### config.mk
export PLATFORM = sky130hd
export DESIGN_NAME = calendar_julian_gps_time_convert
export DESIGN_NICKNAME = d
export VERILOG_FILES = /design/src/design/cjgtc_pkg.sv /design/src/design/cjgtc_front.sv /design/src/design/cjgtc_date.sv /design/src/design/cjgtc_tod.sv /design/src/design/cjgtc_gps.sv /design/src/design/calendar_julian_gps_time_convert.sv
export VERILOG_INCLUDE_DIRS = /design/src /design/src/design
export SDC_FILE = /design/constraint.sdc
export NUM_CORES = 2
export LEC_CHECK = 0
export ABC_CLOCK_PERIOD_IN_PS = 11350
export BUFFER_PORTS_ARGS = -buffer_cell sky130_fd_sc_hd__buf_4
export CAP_MARGIN = 20
export CORE_MARGIN = 2
export CORE_UTILIZATION = 64
export CTS_CLUSTER_SIZE = 28
export DETAILED_ROUTE_END_ITERATION = 12
export PLACE_DENSITY = 0.81
export SKIP_CTS_REPAIR_TIMING = 1
export SKIP_LAST_GASP = 1
export SYNTH_ARGS = -nofsm -noshare
export SYNTH_HDL_FRONTEND = slang
export SYNTH_SLANG_ARGS = --single-unit
### constraint.sdc
create_clock -name clock -period 11.35 [get_ports clock]
set_clock_uncertainty 0.05 [all_clocks]
set_input_delay 1.135 -clock clock [delete_from_list [all_inputs] [get_ports clock]]
set_output_delay 1.135 -clock clock [all_outputs]
set_load 0.02 [all_outputs]
### src/design/assert_macros.svh
// Assertion macros shared by the converter RTL.
// Included by modules that carry concurrent checks; no other dependencies.
`ifndef ASSERT_MACROS_SVH
`define ASSERT_MACROS_SVH
`ifndef SYNTH
`define CHK_IMPLY(label, clk, rst, ante, cons, msg) \
   label: assert property (@(posedge clk) disable iff (rst) (ante) |-> (cons)) else $error(msg);
`define CHK_NEXT(label, clk, rst, ante, cons, msg) \
   label: assert property (@(posedge clk) disable iff (rst) (ante) |=> (cons)) else $error(msg);
`else
`define CHK_IMPLY(label, clk, rst, ante, cons, msg)
`define CHK_NEXT(label, clk, rst, ante, cons, msg)
`endif
`endif

### src/design/cjgtc_pkg.sv
// Package for the calendar / Julian day / GPS time converter.
// Constants, word layouts and small constant tables; no dependencies.
package cjgtc_pkg;

   localparam int NSTG = 8;

   localparam logic [1:0] OP_CAL = 2'd0;
   localparam logic [1:0] OP_GPS = 2'd1;
   localparam logic [1:0] OP_JDN = 2'd2;
   localparam logic [1:0] OP_MJD = 2'd3;

   localparam logic [1:0] ST_OK    = 2'd0;
   localparam logic [1:0] ST_EARLY = 2'd1;
   localparam logic [1:0] ST_RANGE = 2'd2;

   localparam logic [39:0] US_DAY  = 40'd86400000000;
   localparam logic [36:0] US_HOUR = 37'd3600000000;
   localparam logic [25:0] US_MIN  = 26'd60000000;

   localparam logic [23:0] JDN_MIN = 24'd2415080;
   localparam logic [23:0] JDN_MAX = 24'd2488128;
   localparam logic [23:0] JDN_GPS = 24'd2444245;
   localparam logic [23:0] JDN_MJD = 24'd2400001;
   localparam logic [23:0] JDN_CAL = 24'd1720982;

   typedef logic [NSTG:1] stage_en_type;

   typedef struct packed {
      logic [36:0] day_seconds_us;
      logic [21:0] day_number;
      logic [39:0] gps_seconds_us;
      logic [12:0] gps_week;
      logic [25:0] second_us;
      logic [5:0]  minute;
      logic [4:0]  hour;
      logic [4:0]  day;
      logic [3:0]  month;
      logic [11:0] year;
   } req_word_type;

   typedef struct packed {
      logic [39:0] out_gps_seconds_us;
      logic [12:0] out_gps_week;
      logic [8:0]  day_of_year;
      logic [25:0] out_second_us;
      logic [5:0]  out_minute;
      logic [4:0]  out_hour;
      logic [4:0]  out_day;
      logic [3:0]  out_month;
      logic [11:0] out_year;
      logic [16:0] modified_day;
      logic [21:0] julian_day;
   } rsp_word_type;

   typedef struct packed {
      logic [23:0] jdn;
      logic [36:0] tod;
      logic        oor;
   } epoch_type;

   // floor(30.6001 * (m + 1)) with Jan/Feb taken as months 13/14
   function automatic logic [8:0] month_offset(input logic [3:0] mo);
      logic [8:0] v;
      unique case (mo)
         4'd1:    v = 9'd428;
         4'd2:    v = 9'd459;
         4'd3:    v = 9'd122;
         4'd4:    v = 9'd153;
         4'd5:    v = 9'd183;
         4'd6:    v = 9'd214;
         4'd7:    v = 9'd244;
         4'd8:    v = 9'd275;
         4'd9:    v = 9'd306;
         4'd10:   v = 9'd336;
         4'd11:   v = 9'd367;
         4'd12:   v = 9'd397;
         default: v = 9'd0;
      endcase
      return v;
   endfunction

   // first day of each month in a March-based year
   function automatic logic [8:0] month_start(input logic [3:0] i);
      logic [8:0] v;
      unique case (i)
         4'd0:    v = 9'd0;
         4'd1:    v = 9'd31;
         4'd2:    v = 9'd61;
         4'd3:    v = 9'd92;
         4'd4:    v = 9'd122;
         4'd5:    v = 9'd153;
         4'd6:    v = 9'd184;
         4'd7:    v = 9'd214;
         4'd8:    v = 9'd245;
         4'd9:    v = 9'd275;
         4'd10:   v = 9'd306;
         4'd11:   v = 9'd337;
         default: v = 9'd0;
      endcase
      return v;
   endfunction

   function automatic logic [39:0] day_multiple(input logic [3:0] q);
      logic [39:0] v;
      unique case (q)
         4'd0:    v = 40'd0;
         4'd1:    v = 40'd86400000000;
         4'd2:    v = 40'd172800000000;
         4'd3:    v = 40'd259200000000;
         4'd4:    v = 40'd345600000000;
         4'd5:    v = 40'd432000000000;
         4'd6:    v = 40'd518400000000;
         4'd7:    v = 40'd604800000000;
         4'd8:    v = 40'd691200000000;
         4'd9:    v = 40'd777600000000;
         4'd10:   v = 40'd864000000000;
         4'd11:   v = 40'd950400000000;
         4'd12:   v = 40'd1036800000000;
         default: v = 40'd0;
      endcase
      return v;
   endfunction

endpackage

### src/design/cjgtc_front.sv
// Front end: reduces any input form to a day number and time of day.
// Stages 1 to 3; uses cjgtc_pkg.
module cjgtc_front (
   input  logic                    clock,
   input  cjgtc_pkg::stage_en_type en,
   input  logic [1:0]              op,
   input  cjgtc_pkg::req_word_type req,
   output cjgtc_pkg::epoch_type    ep
);
   import cjgtc_pkg::*;

   logic [11:0] y;
   logic        cal_bad;
   logic [23:0] base1_in, base1_ff, base2_ff;
   logic [39:0] t1_in, t1_ff, t2_ff;
   logic        bad1_in, bad1_ff, bad2_ff;
   logic [3:0]  q2_in, q2_ff;
   logic [23:0] jdn3_in;
   epoch_type   ep_ff;

   // stage 1: day base and microsecond count
   always_comb begin
      cal_bad = (req.month < 4'd1) || (req.month > 4'd12) ||
                (req.year < 12'd1900) || (req.year > 12'd2100);
      y = (req.month <= 4'd2) ? req.year - 12'd1 : req.year;
      unique case (op)
         OP_CAL: begin
            base1_in = ((24'(y) * 24'd1461) >> 2) + 24'(month_offset(req.month))
                     + 24'(req.day) + JDN_CAL;
            t1_in = 40'(req.hour) * 40'(US_HOUR) + 40'(req.minute) * 40'(US_MIN)
                  + 40'(req.second_us);
            bad1_in = cal_bad;
         end
         OP_GPS: begin
            base1_in = JDN_GPS + 24'(req.gps_week) * 24'd7;
            t1_in = req.gps_seconds_us;
            bad1_in = 1'b0;
         end
         OP_JDN: begin
            base1_in = 24'(req.day_number);
            t1_in = 40'(req.day_seconds_us);
            bad1_in = 1'b0;
         end
         default: begin
            base1_in = 24'(req.day_number) + JDN_MJD;
            t1_in = 40'(req.day_seconds_us);
            bad1_in = 1'b0;
         end
      endcase
   end

   // stage 2: whole days in the time count
   always_comb begin
      q2_in = 4'd0;
      for (int k = 1; k <= 12; k++) begin
         if (t1_ff >= day_multiple(4'(k))) q2_in = 4'(k);
      end
   end

   assign jdn3_in = base2_ff + 24'(q2_ff);

   always_ff @(posedge clock) begin
      if (en[1]) begin
         base1_ff <= base1_in;
         t1_ff    <= t1_in;
         bad1_ff  <= bad1_in;
      end
      if (en[2]) begin
         base2_ff <= base1_ff;
         t2_ff    <= t1_ff;
         bad2_ff  <= bad1_ff;
         q2_ff    <= q2_in;
      end
      if (en[3]) begin
         ep_ff.jdn <= jdn3_in;
         ep_ff.tod <= 37'(t2_ff - day_multiple(q2_ff));
         ep_ff.oor <= bad2_ff || (jdn3_in < JDN_MIN) || (jdn3_in > JDN_MAX);
      end
   end

   assign ep = ep_ff;

endmodule

### src/design/cjgtc_date.sv
// Day number to Gregorian date and day of year over the supported span.
// Stages 4 to 7; uses cjgtc_pkg.
module cjgtc_date (
   input  logic                    clock,
   input  cjgtc_pkg::stage_en_type en,
   input  cjgtc_pkg::epoch_type    ep,
   output logic [11:0]             year,
   output logic [3:0]              month,
   output logic [4:0]              day,
   output logic [8:0]              doy
);
   import cjgtc_pkg::*;

   // floor(2**27 / 1461); never overestimates the quotient
   localparam logic [16:0] R1461 = 17'd91867;

   logic [16:0] n4_in, n4_ff;
   logic [33:0] p4;
   logic [6:0]  q4_ff;
   logic [16:0] r0;
   logic [10:0] r5_in, r5_ff;
   logic [6:0]  c5_in, c5_ff;
   logic [1:0]  yy;
   logic [10:0] dm_w;
   logic [8:0]  dm6_ff;
   logic [11:0] yb6_in, yb6_ff;
   logic [3:0]  mi;
   logic        leap;
   logic [11:0] year_in, year_ff;
   logic [3:0]  month_in, month_ff;
   logic [4:0]  day_in, day_ff;
   logic [8:0]  doy_in, doy_ff;

   assign n4_in = 17'(ep.jdn - JDN_MIN);
   assign p4    = 34'(n4_in) * 34'(R1461);

   // four-year cycle and day within it
   always_comb begin
      r0 = n4_ff - 17'(q4_ff) * 17'd1461;
      if (r0 >= 17'd1461) begin
         r5_in = 11'(r0 - 17'd1461);
         c5_in = q4_ff + 7'd1;
      end else begin
         r5_in = 11'(r0);
         c5_in = q4_ff;
      end
   end

   always_comb begin
      if (r5_ff >= 11'd1095) yy = 2'd3;
      else if (r5_ff >= 11'd730) yy = 2'd2;
      else if (r5_ff >= 11'd365) yy = 2'd1;
      else yy = 2'd0;
      dm_w   = r5_ff - 11'(yy) * 11'd365;
      yb6_in = 12'd1900 + {3'd0, c5_ff, 2'b00} + 12'(yy);
   end

   always_comb begin
      mi = 4'd0;
      for (int k = 1; k <= 11; k++) begin
         if (dm6_ff >= month_start(4'(k))) mi = 4'(k);
      end
      leap   = (yb6_ff[1:0] == 2'b00) && (yb6_ff != 12'd1900) && (yb6_ff != 12'd2100);
      day_in = 5'(dm6_ff - month_start(mi) + 9'd1);
      if (mi < 4'd10) begin
         month_in = mi + 4'd3;
         year_in  = yb6_ff;
         doy_in   = dm6_ff + 9'd60 + 9'(leap);
      end else begin
         month_in = mi - 4'd9;
         year_in  = yb6_ff + 12'd1;
         doy_in   = dm6_ff - 9'd305;
      end
   end

   always_ff @(posedge clock) begin
      if (en[4]) begin
         n4_ff <= n4_in;
         q4_ff <= p4[33:27];
      end
      if (en[5]) begin
         r5_ff <= r5_in;
         c5_ff <= c5_in;
      end
      if (en[6]) begin
         dm6_ff <= 9'(dm_w);
         yb6_ff <= yb6_in;
      end
      if (en[7]) begin
         year_ff  <= year_in;
         month_ff <= month_in;
         day_ff   <= day_in;
         doy_ff   <= doy_in;
      end
   end

   assign year  = year_ff;
   assign month = month_ff;
   assign day   = day_ff;
   assign doy   = doy_ff;

endmodule

### src/design/cjgtc_tod.sv
// Time of day split into hour, minute and microseconds of minute.
// Stages 4 to 7; uses cjgtc_pkg.
module cjgtc_tod (
   input  logic                    clock,
   input  cjgtc_pkg::stage_en_type en,
   input  cjgtc_pkg::epoch_type    ep,
   output logic [4:0]              hour,
   output logic [5:0]              minute,
   output logic [25:0]             second_us
);
   import cjgtc_pkg::*;

   // 60e6 = 2**8 * 234375; floor(2**40 / 234375)
   localparam logic [22:0] RMIN  = 23'd4691249;
   localparam logic [10:0] RHOUR = 11'd1092;

   logic [51:0] p4;
   logic [36:0] tod4_ff;
   logic [10:0] qm4_ff;
   logic [36:0] s0;
   logic [10:0] mins5_in, mins5_ff, mins6_ff;
   logic [25:0] sec5_in, sec5_ff, sec6_ff, sec7_ff;
   logic [21:0] hp;
   logic [4:0]  h6_ff;
   logic [10:0] mm0;
   logic [4:0]  hour_in, hour_ff;
   logic [5:0]  min_in, min_ff;

   assign p4 = 52'(ep.tod[36:8]) * 52'(RMIN);

   always_comb begin
      s0 = tod4_ff - 37'(qm4_ff) * 37'(US_MIN);
      if (s0 >= 37'(US_MIN)) begin
         sec5_in  = 26'(s0 - 37'(US_MIN));
         mins5_in = qm4_ff + 11'd1;
      end else begin
         sec5_in  = 26'(s0);
         mins5_in = qm4_ff;
      end
   end

   assign hp = 22'(mins5_ff) * 22'(RHOUR);

   always_comb begin
      mm0 = mins6_ff - 11'(h6_ff) * 11'd60;
      if (mm0 >= 11'd60) begin
         min_in  = 6'(mm0 - 11'd60);
         hour_in = h6_ff + 5'd1;
      end else begin
         min_in  = 6'(mm0);
         hour_in = h6_ff;
      end
   end

   always_ff @(posedge clock) begin
      if (en[4]) begin
         tod4_ff <= ep.tod;
         qm4_ff  <= p4[50:40];
      end
      if (en[5]) begin
         mins5_ff <= mins5_in;
         sec5_ff  <= sec5_in;
      end
      if (en[6]) begin
         mins6_ff <= mins5_ff;
         sec6_ff  <= sec5_ff;
         h6_ff    <= hp[20:16];
      end
      if (en[7]) begin
         hour_ff <= hour_in;
         min_ff  <= min_in;
         sec7_ff <= sec6_ff;
      end
   end

   assign hour      = hour_ff;
   assign minute    = min_ff;
   assign second_us = sec7_ff;

endmodule

### src/design/cjgtc_gps.sv
// GPS week and microseconds of week from day number and time of day.
// Stages 4 to 7; uses cjgtc_pkg.
module cjgtc_gps (
   input  logic                    clock,
   input  cjgtc_pkg::stage_en_type en,
   input  cjgtc_pkg::epoch_type    ep,
   output logic [12:0]             week,
   output logic [39:0]             seconds_us,
   output logic                    early
);
   import cjgtc_pkg::*;

   // floor(2**19 / 7)
   localparam logic [16:0] R7 = 17'd74898;

   logic [15:0] d4_in, d4_ff;
   logic [32:0] p4;
   logic [12:0] w4_ff;
   logic [36:0] tod4_ff, tod5_ff;
   logic        pre4_ff, pre5_ff, pre6_ff, pre7_ff;
   logic [16:0] r0;
   logic [12:0] w5_in, w5_ff, w6_ff, w7_ff;
   logic [2:0]  rem5_in, rem5_ff;
   logic [39:0] sec6_ff, sec7_ff;

   assign d4_in = 16'(ep.jdn - JDN_GPS);
   assign p4    = 33'(d4_in) * 33'(R7);

   always_comb begin
      r0 = 17'(d4_ff) - 17'(w4_ff) * 17'd7;
      if (r0 >= 17'd7) begin
         rem5_in = 3'(r0 - 17'd7);
         w5_in   = w4_ff + 13'd1;
      end else begin
         rem5_in = 3'(r0);
         w5_in   = w4_ff;
      end
   end

   always_ff @(posedge clock) begin
      if (en[4]) begin
         d4_ff   <= d4_in;
         w4_ff   <= p4[31:19];
         tod4_ff <= ep.tod;
         pre4_ff <= ep.jdn < JDN_GPS;
      end
      if (en[5]) begin
         w5_ff   <= w5_in;
         rem5_ff <= rem5_in;
         tod5_ff <= tod4_ff;
         pre5_ff <= pre4_ff;
      end
      if (en[6]) begin
         w6_ff   <= w5_ff;
         sec6_ff <= day_multiple(4'(rem5_ff)) + 40'(tod5_ff);
         pre6_ff <= pre5_ff;
      end
      if (en[7]) begin
         w7_ff   <= w6_ff;
         sec7_ff <= sec6_ff;
         pre7_ff <= pre6_ff;
      end
   end

   assign week       = w7_ff;
   assign seconds_us = sec7_ff;
   assign early      = pre7_ff;

endmodule

### src/design/calendar_julian_gps_time_convert.sv
// Epoch converter: calendar, GPS week, JDN and MJD to every other form.
// Throughput one word per cycle while rsp_tready holds high; eight register
// stages, each with its own valid bit, so bubbles close up under rsp_tready stalls.
// Reset (synchronous, active high) clears all stage valid bits.
// Uses cjgtc_pkg, cjgtc_front, cjgtc_date, cjgtc_tod, cjgtc_gps, assert_macros.svh.
`include "assert_macros.svh"
module calendar_julian_gps_time_convert (
   input  logic         clock,
   input  logic         reset,
   input  logic         req_tvalid,
   output logic         req_tready,
   // year, month, day, hour, minute, second_us, gps_week, gps_seconds_us,
   // day_number, day_seconds_us
   input  logic [175:0] req_tdata,
   // operation
   input  logic [1:0]   req_tuser,
   output logic         rsp_tvalid,
   input  logic         rsp_tready,
   // julian_day, modified_day, out_year, out_month, out_day, out_hour,
   // out_minute, out_second_us, day_of_year, out_gps_week, out_gps_seconds_us
   output logic [159:0] rsp_tdata,
   // status
   output logic [1:0]   rsp_tuser
);
   import cjgtc_pkg::*;

   stage_en_type en;
   logic [NSTG:1] valid_ff;
   req_word_type  req;
   epoch_type     ep;
   logic [23:0]   jdn_ff [4:7];
   logic          oor_ff [4:7];
   logic [11:0]   year;
   logic [3:0]    month;
   logic [4:0]    day;
   logic [8:0]    doy;
   logic [4:0]    hour;
   logic [5:0]    minute;
   logic [25:0]   sec_us;
   logic [12:0]   week;
   logic [39:0]   wsec;
   logic          early;
   rsp_word_type  out_in, out_ff;
   logic [1:0]    st_in, st_ff;

   assign req = req_word_type'(req_tdata[169:0]);

   always_comb begin
      en[NSTG] = !valid_ff[NSTG] || rsp_tready;
      for (int i = NSTG - 1; i >= 1; i--) begin
         en[i] = !valid_ff[i] || en[i + 1];
      end
   end

   assign req_tready = en[1];

   always_ff @(posedge clock) begin
      if (reset) begin
         valid_ff <= '0;
      end else begin
         if (en[1]) valid_ff[1] <= req_tvalid;
         for (int i = 2; i <= NSTG; i++) begin
            if (en[i]) valid_ff[i] <= valid_ff[i - 1];
         end
      end
   end

   cjgtc_front u_front (
      .clock (clock),
      .en    (en),
      .op    (req_tuser),
      .req   (req),
      .ep    (ep)
   );

   cjgtc_date u_date (
      .clock (clock),
      .en    (en),
      .ep    (ep),
      .year  (year),
      .month (month),
      .day   (day),
      .doy   (doy)
   );

   cjgtc_tod u_tod (
      .clock     (clock),
      .en        (en),
      .ep        (ep),
      .hour      (hour),
      .minute    (minute),
      .second_us (sec_us)
   );

   cjgtc_gps u_gps (
      .clock      (clock),
      .en         (en),
      .ep         (ep),
      .week       (week),
      .seconds_us (wsec),
      .early      (early)
   );

   always_ff @(posedge clock) begin
      if (en[4]) begin
         jdn_ff[4] <= ep.jdn;
         oor_ff[4] <= ep.oor;
      end
      for (int i = 5; i <= 7; i++) begin
         if (en[i]) begin
            jdn_ff[i] <= jdn_ff[i - 1];
            oor_ff[i] <= oor_ff[i - 1];
         end
      end
   end

   always_comb begin
      out_in = '0;
      st_in  = ST_RANGE;
      if (!oor_ff[7]) begin
         out_in.julian_day    = 22'(jdn_ff[7]);
         out_in.modified_day  = 17'(jdn_ff[7] - JDN_MJD);
         out_in.out_year      = year;
         out_in.out_month     = month;
         out_in.out_day       = day;
         out_in.out_hour      = hour;
         out_in.out_minute    = minute;
         out_in.out_second_us = sec_us;
         out_in.day_of_year   = doy;
         if (early) begin
            st_in = ST_EARLY;
         end else begin
            st_in                     = ST_OK;
            out_in.out_gps_week       = week;
            out_in.out_gps_seconds_us = wsec;
         end
      end
   end

   always_ff @(posedge clock) begin
      if (en[8]) begin
         out_ff <= out_in;
         st_ff  <= st_in;
      end
   end

   assign rsp_tvalid = valid_ff[NSTG];
   assign rsp_tdata  = {1'b0, out_ff};
   assign rsp_tuser  = st_ff;

   `CHK_IMPLY(a_range_zero, clock, reset, rsp_tvalid && (rsp_tuser == ST_RANGE), rsp_tdata == '0, "out-of-span word carries data")
   `CHK_IMPLY(a_early_no_gps, clock, reset, rsp_tvalid && (rsp_tuser == ST_EARLY), (out_ff.out_gps_week == '0) && (out_ff.out_gps_seconds_us == '0), "pre-epoch word carries GPS time")
   `CHK_IMPLY(a_date_sane, clock, reset, rsp_tvalid && (rsp_tuser != ST_RANGE), (out_ff.out_month >= 4'd1) && (out_ff.out_month <= 4'd12) && (out_ff.out_day >= 5'd1) && (out_ff.out_hour <= 5'd23) && (out_ff.out_minute <= 6'd59), "date or time out of range")
   `CHK_IMPLY(a_blocked_full, clock, reset, !req_tready, &valid_ff, "input blocked with a free stage")
   `CHK_NEXT(a_drain, clock, reset, valid_ff[NSTG - 1] && en[NSTG], rsp_tvalid, "word lost at output stage")

endmodule

==> summary.txt <==
Status: complete, no violations
Port bufs: 338
Skew-Pair Late Insertion Delay: 0.69 ns
Post-placement cell area: 80000 µm²
I/O pin count: 346
Avg Cell Area, Syn: 11.0 µm²
HPWL Detailed: 135 mm
Post-synthesis sequential area ratio: 35.0%
Via density: 5.78
Syn Inst Count: 6899
FP Rows: 126
WS Path Type: input port to register
Layout Cells excl Fill: 8852
CP max stage cell: xnor2_1
Critical Path Sink Type: register
Post-synth top area share: 34.3%
Clock Sinks: 892
Slowest stage delay, CP: 0.54 ns
Vias in the first global route: 52899
Worst-Margin Slew: 1.13 ns
Grt ovf: 0
Data arrival, critical path: 9.85 ns
Final critical-path share of the clock period: 82.8%
Ys flop type: edfxtp_1
Root Driver: clkbuf_16
Crit path time final: 9.40 ns
Peak fanout along the critical path: 7
Synth warn: 0
Post-route ant nets: 0
Layout net count: 9122
Core area: 118000 µm²
Initial antenna violation count: 8
WL final: 169 mm
MaxCap Viol Count: 0
Via Count: 51193
Post-synth net total: 8781
GRT Resource Usage Total: 28.4%
Setup TNS: 0 ns
Worst min-delay path class: register to register
Die Ht: 348 µm
Crit start category: input port
Top delay family on crit path: adder cells
Crit path required time: 11.80 ns
Worst setup margin: 1.95 ns
CTS H-tree depth: 3
Cell taking the most area after synthesis: edfxtp_1
Post-synth EDFFs: 866
Final setup vio count: 0
Synth Cell Area: 75800 µm²
DR pass1 iterations: 6
Post-synth ARST share: 0%
Unrepaired setup endpoints after global routing: false
Post-layout instance area: 83100 µm²
Synth unique cells: 91
Die Area: 121000 µm²
CTS buffer count: 89
Clk buf depth: 3
Synthesis-stage register bit count: 892
Top-count cell post-synth: inv_1
GPL Wtd Cong: 0.952
Relative slew slack: 22.6%
WL/cell: 19.1 µm
Max Clk Rate: 0.106 GHz
Iter 0 DRT Violations: 3447
Synth-to-layout area growth: 9.67%
Placed insts: 8684
Fin. Hold Viols: 0
Largest net degree at the start of global routing: 81
Top cells by count, synth: 1167 x inv_1, 1122 x ha_1, 866 x edfxtp_1
CP Buf/Inv Count: 6
Worst slack, placed: 1.30 ns
Die X: 348 µm
CTS tree: yes
Final max-slew violation count: 0
First-pass GRT wire length: 274 mm
Crit path top cell by count: inv_1
Starting Density: 64.3%
Layout cells sized above 1: 7.94%
DRC violations left: 0
Synth area leaders: edfxtp_1 34%, ha_1 19%, fa_1 15%
CTS clock-pin slew for the worst setup and hold paths: 0.06 ns
-- routing by layer --
layer  wire length (µm)  share of wire [%]  vias up  GRT usage, %
li1                   -                  -    24413             -
met3              10600                6.3      339          3.59
met2              81600                 48     1605          48.5
met5                 18              0.011        -             0
met1              71200                 42    24832          38.1
met4               5350                3.2        4          8.70
-- placed cells by master (no fill, tap or decap), drive strengths merged, types with 40 or more instances in the layout --
cell type	instances
nor2b	151
a31oi	51
nor4	40
o21ai	237
and2	77
a21o	101
nand3	117
edfxtp	866
xnor2	306
ha	1122
a211oi	46
nor3	92
buf	364
o21a	61
nand2	311
nand4	43
nor2	333
xor2	168
inv	1174
nand2b	65
fa	578
a21oi	306
clkbuf	105
-- cell families after synthesis --
kind of cell	synth area share, %
fa+ha+maj	33.8
flops	35.0
xor+xnor	5.48
other cells	0.00495
buf+inv	6.36
compound gates	9.29
mux	0.708
simple gates	9.35
-- sequential cells by signal (all words and copies together), names as in the netlist, 12 cells and up, named ones only --
name / flops
u_tod.sec6_ff: 18
u_gps.tod5_ff: 37
u_front.ep: 62
u_gps.w4_ff: 13
u_gps.w6_ff: 13
u_front.base1_ff: 23
u_front.base2_ff: 23
u_gps.sec6_ff: 40
u_gps.w5_ff: 13
u_date.n4_ff: 17
rsp_tdata: 159
u_gps.week: 13
jdn_ff: 85
u_gps.d4_ff: 16
u_tod.sec5_ff: 18
u_gps.seconds_us: 40
u_front.t1_ff: 40
u_date.year: 12
u_date.yb6_ff: 12
u_tod.second_us: 18
u_tod.tod4_ff: 37
u_front.t2_ff: 37
-- final cells by class --
cell class	instances	area (µm²)
Clock inverter	60	746
Sequential cell	892	26500
Tap cell	1536	1920
Clock buffer	105	2310
Timing Repair Buffer	364	2730
Inverter	1169	4400
Antenna cell	2	5.00
Fill cell	8227	34700
Multi-Input combinational cell	4724	44500
-- path summary, 6_finish.rpt --
path / from / endpoint / slack (ns) / depth (start not counted)
worst max-delay path: req_tdata[12] / u_front.base1_ff[21]$_DFFE_PP_ / 1.95 / 30
worst min-delay path: jdn_ff[1][10]$_DFFE_PP_ / jdn_ff[1][34]$_DFFE_PN_ / 0.34 / 0
worst min register to register: jdn_ff[1][10]$_DFFE_PP_ / jdn_ff[1][34]$_DFFE_PN_ / 0.34 / 0
worst max register to register: u_tod.qm4_ff[8]$_DFFE_PP_ / u_tod.mins5_ff[10]$_DFFE_PN_ / 2.28 / 27
-- metrics by stage --
stage	hold slack, ns	utilization (%)
after CTS	0.330	70.5
after floorplan	0.350	-
after global placement	0.351	68.0
after global routing	0.354	70.6
final	0.344	70.6
after detailed placement	0.355	68.0
Power is left out: the tool's default activity adds up to more than one toggle a clock period on the data nets, which glitch-free logic cannot reach.
